[src/sv/brb_ram.sv]
`timescale 1ns / 1ps
`default_nettype none

module brb_ram #(
  parameter int unsigned WIDTH = 8,
  parameter int unsigned DEPTH = 512
) (
  input  wire logic                     clk_i,
  input  wire logic                     we_i,
  input  wire logic [$clog2(DEPTH)-1:0] waddr_i,
  input  wire logic [WIDTH-1:0]         wdata_i,
  input  wire logic [$clog2(DEPTH)-1:0] raddr_i,
  output logic      [WIDTH-1:0]         rdata_o
);

  logic [WIDTH-1:0] mem [DEPTH];
  logic [WIDTH-1:0] rdata_q;

  always_ff @(posedge clk_i) begin
    if (we_i) begin
      mem[waddr_i] <= wdata_i;
    end
    rdata_q <= mem[raddr_i];
  end

  assign rdata_o = rdata_q;

endmodule

`default_nettype wire

[config.mk]
export PLATFORM = sky130hd
export DESIGN_NAME = brb_ram
export DESIGN_NICKNAME = d
export VERILOG_FILES = /design/src/sv/brb_ram.sv
export SDC_FILE = /design/constraint.sdc
export NUM_CORES = 2
export LEC_CHECK = 0
export ABC_AREA = 1
export BUFFER_PORTS_ARGS = -buffer_cell sky130_fd_sc_hd__buf_2
export CELL_PAD_IN_SITES_DETAIL_PLACEMENT = 1
export CELL_PAD_IN_SITES_GLOBAL_PLACEMENT = 2
export CORE_MARGIN = 2
export CORE_UTILIZATION = 33
export DETAILED_ROUTE_END_ITERATION = 8
export PLACE_DENSITY = 0.71
export SLEW_MARGIN = 10
export SYNTH_ARGS = -nofsm -noshare
export SYNTH_HDL_FRONTEND = slang
export SYNTH_SLANG_ARGS = --single-unit
[constraint.sdc]
create_clock -name clk_i -period 2.46 [get_ports clk_i]
set_input_delay 0.246 -clock clk_i [delete_from_list [all_inputs] [get_ports clk_i]]
set_output_delay 0.246 -clock clk_i [all_outputs]
set_load 0.02 [all_outputs]
## After elaboration in Yosys (flattened, before gate mapping)

Memory sizes are Yosys's and may differ from the RTL's. A register that Yosys moved wholly into a read port is not among the register bits.
Cells that the tools add are included.
Widths: inputs -> output; s select.

| storage, ports and cells | value |
|---|---|
| register bits after elaboration | 0 |
| bits in writable memories | 4096 |
| memories kept | 1 |
| memory bits (read-only) | 0 |
| input port bits | 28 |
| latch bits | 0 |
| logic and storage cells | 3 |
| output and inout port bits | 8 |

| operators by class | value |
|---|---|
| reduce and logical (&&, ||, !) cells | 0 |
| bitwise operators | 0 |
| divide/modulo/power cells | 0 |
| eq/ne operators | 0 |
| mux-type cells | 2 |
| magnitude comparators | 0 |
| shift operators | 0 |
| $mul | 0 |
| add/sub/neg operators | 0 |

Memory list:

| name | depth | width | read ports | clocked after Yosys merged registers in | wr ports | RTL line | text |
|---|---|---|---|---|---|---|---|
| mem | 512 | 8 | 1 | 1 | 1 | 16 | `logic [WIDTH-1:0] mem [DEPTH];` |

Operators by type and width:

| cell | count |
|---|---|
| $mux 1 | 2 |

## Longest topological paths before layout

| depth | value |
|---|---|
| depth after elaboration | 2 |
| depth in mapped cells | 15 |
| mapped depth without buffers | 11 |

## Worst setup path before layout

No wires, ideal clock.

| timing path | value |
|---|---|
| path type | in2reg |
| from | input port waddr_i[4] |
| to | memory mem[212][0], enable pin |
| arrival time | 1467 ps |
| slack | 623 ps |
| cell stages on the path | 7 |
| cells stage by stage | inv_1 nor2_1 inv_1 nor2_1 inv_1 clkbuf_1 nor2_1 |

RTL lines:

| element | RTL line | text |
|---|---|---|
| from (decl) | 10 | `input wire logic [$clog2(DEPTH)-1:0] waddr_i,` |
| to (decl) | 16 |  |

Straight into the memory's write port.

==> metrics <==
failing checks negative setup slack; sequential-to-total area share from yosys stat 73.9%; Clock Power Share between 40 and 50%; Crit Path Class primary input to flip-flop; post-synth top area share between 70% and 80%; IO Pins 36; clock tree buffer depth 4; GRT busiest layer met2; global-route wire length before repair approximately 820000 um; initial antenna violation count 29; Critical Path Most Common Cell nand3_1; H-Tree Level Count 5; Startpoint Class primary input; M2 GR Usage approximately 36%; reg2reg end rdata_o[0]; PortBufs 35; most instantiated cells after synthesis nand2_1, edfxtp_1, nand3_1, buf_2, nor2_1; HPWL after DPL approximately 350000 um; fmax between 300 and 400 MHz; Post-Syn Nets about 14000; clock-pin slew on the worst setup and hold paths around 0.06 ns; Die Height about 710 um; cell chain of the critical path buf_12 -> buf_12 -> buf_4 -> buf_16 -> nand2_1 -> nand3_1 -> nand3_1 -> nand3_1 -> nand3_1 -> nand3_1 -> nand3_1 -> nand3_2 -> nand3_1 -> nand2_1; slowest cell delay on critical path about 0.36 ns; most area-consuming cells after synthesis edfxtp_1, nand3_1, nand2_1, buf_2, nor2_1; setup slack after layout -0.0725 ns; Final ANT Viol Nets 0; count leader, synth nand2_1; internal power ~120 mW; WHS 0.0903 ns; CP bufs+invs 4; routed vias/inst ~5.2; Max Cap Violations 0; CP required 3.38 ns; RSZ-0062 raised after global routing no; Core Box Area 0.504 mm^2; Net Sw Power about 36 mW; Initial Util between 30% and 40%; insertion delay to the later sink of the worst-skew pair 1.02 ns; Power Dens Cells between 700 and 800 mW/mm^2; gr usage total between 20 and 25%; Final nets approximately 15000; largest net degree at the start of global routing between 100 and 150; number of synthesized flops with an enable pin 4096; mapped cell area 0.167 mm^2; Rel. slew slack a little under half; vias between 100k and 150k; Hold Path Class primary input to flip-flop; Worst Tran Pin Value roughly 0.8 ns; Post-Syn Instances roughly 14000; Setup violations, final 4; vias in the first global route between 100k and 150k; Worst R2R Setup Slack -0.02 ns; worst setup path end rdata_o[2]; share of power burned in registers about half; grt met3 use approximately 2.2%; DR DRC count 0; placed instance count 21000; CTS tree done; DRT iter0 DRCs approximately 10000; Avg Inst Size Synth between 10 and 15 um^2; worst setup path startpoint raddr_i[0]; design area about 0.20 mm^2; Multi-input gate area 0.0382 mm^2; Clock Skew ~0.036 ns; drt total wl between 500000 and 600000 um; Sink Count between 4000 and 5000; Crit path depth 14; Post-synth ARST share 0%; post-route insts no fill between 20000 and 25000; Clk Tree Root Cell clkbuf_16; Reg-to-Reg Start mem[176][0]; LEAKAGE a little over 70 nW; critical path's top delay family simple AND/OR/NAND/NOR gates; Synth Register Bits a little over 4000; Worst Path Arrival roughly 3.5 ns; hold path startpoint waddr_i[8]; 1st-pass router iterations 6; Comb power frac 6.8%; DR WL/cell between 20 and 30 um; Die Wd 715 um; run status complete, but fails checks; placement row count approximately 260; post-route setup TNS -0.128 ns; GR Util met1 between 20% and 30%; ys flop type edfxtp_1; gpl congestion about 0.82; die area roughly 0.51 mm^2; Post-Place Worst Slack -1.23 ns; maximum fanout along the worst path 75; CP Capture Type flip-flop; Sequential Area between 0.1 and 0.15 mm^2; Slew Limit Fails 0; fin crit period roughly 2.5 ns; Sw Ratio 23.6%; CP max-delay cell nand3_1; layout cells sized above 1 13.8%; grt total ovfl 0; r2r worst-path depth 11; Placed Area 0.184 mm^2; Ys Warns 0; area growth from synthesis to layout 19.0%; Synth area leader edfxtp_1; Final Cycle Share 103%; Distinct cells, synth 16; Max VDD drop between 0.6 and 0.7 mV; filler cell count 53700; Final Hold Fails 0; Num CTS Buffers 450
final cells by class:
| type | count | share of cell area [%] |
|---|---|---|
| repair buffers | 1443 | 7.17 |
| well taps | 6706 | 4.23 |
| multi-input cells | 8765 | 19.2 |
| clock inverters | 251 | 1.08 |
| clock buffers | 588 | 6.07 |
| flip-flops and latches | 4104 | 62.1 |
| diodes | 38 | 0.0479 |
| inverters | 39 | 0.103 |
how the worst min path moves through the flow:
stage / end / slack, ns / depth (start not counted)
finish: mem[119][4] / 0.09 / 4
global route: mem[312][0] / 0.12 / 6
CTS: mem[119][4] / 0.006 / 4
detailed placement: mem[339][2] / 0.67 / 1
global placement: mem[338][2] / 0.67 / 1
floorplan: mem[0][0] / 0.34 / 0
layout by cell type, fill, tap and decap left out, drive strengths merged:
master       instances
buf               1433
bufinv              28
clkbuf             588
clkinv             199
clkinvlp            14
dfxtp                8
diode               38
dlygate4sd3         10
edfxtp            4096
inv                 49
nand2             4160
nand3             4080
nor2               514
nor3                11
stage by stage:
stage          utilization, %  power (mW)
3_5_place_dp             36.5        89.0
6_report                 39.4         153
4_1_cts                  39.3         155
3_3_place_gp             36.5        88.9
5_1_grt                  39.4         158
2_1_floorplan               -        83.3
cells by family after synthesis:
family                 after synthesis  synth area share, %
AND/OR/NAND/NOR                   8765                 22.8
flip-flops                        4104                 73.9
buffers and inverters             1022                 3.33
registers in the layout (all words and copies together), names as in the netlist:
name,count
rdata_o,8
mem,4096
worst min-delay path, cell delays in order:
cell and delay [ns]:
buf_2 0.14, nor3_1 0.08, nand2_1 0.29, nor2_1 0.15
layer usage:
metal,part of all wire (%),vias up
li1,-,51400
met1,44,59100
met2,48,3012
met3,5.2,738
met4,2.8,4
met5,0.0043,-
power groups by stage:
stage | combinational [mW] | sequential, mW | clock [mW]
after floorplan | 4.76 | 78.5 | 0
after global placement | 10.3 | 78.6 | 0
after detailed placement | 10.4 | 78.6 | 0
after CTS | 10.5 | 77.1 | 67.0
after global routing | 11.2 | 77.1 | 69.6
final | 10.4 | 77.1 | 65.9
timing repair:
item	4_1_cts	5_1_grt
hold buffers	10	0
buffers inserted	0	0
resized for setup	10	4
endpoints found under the setup margin	10	4
hold endpoints to repair	1789	0
Power figures use the tool's default switching activity.
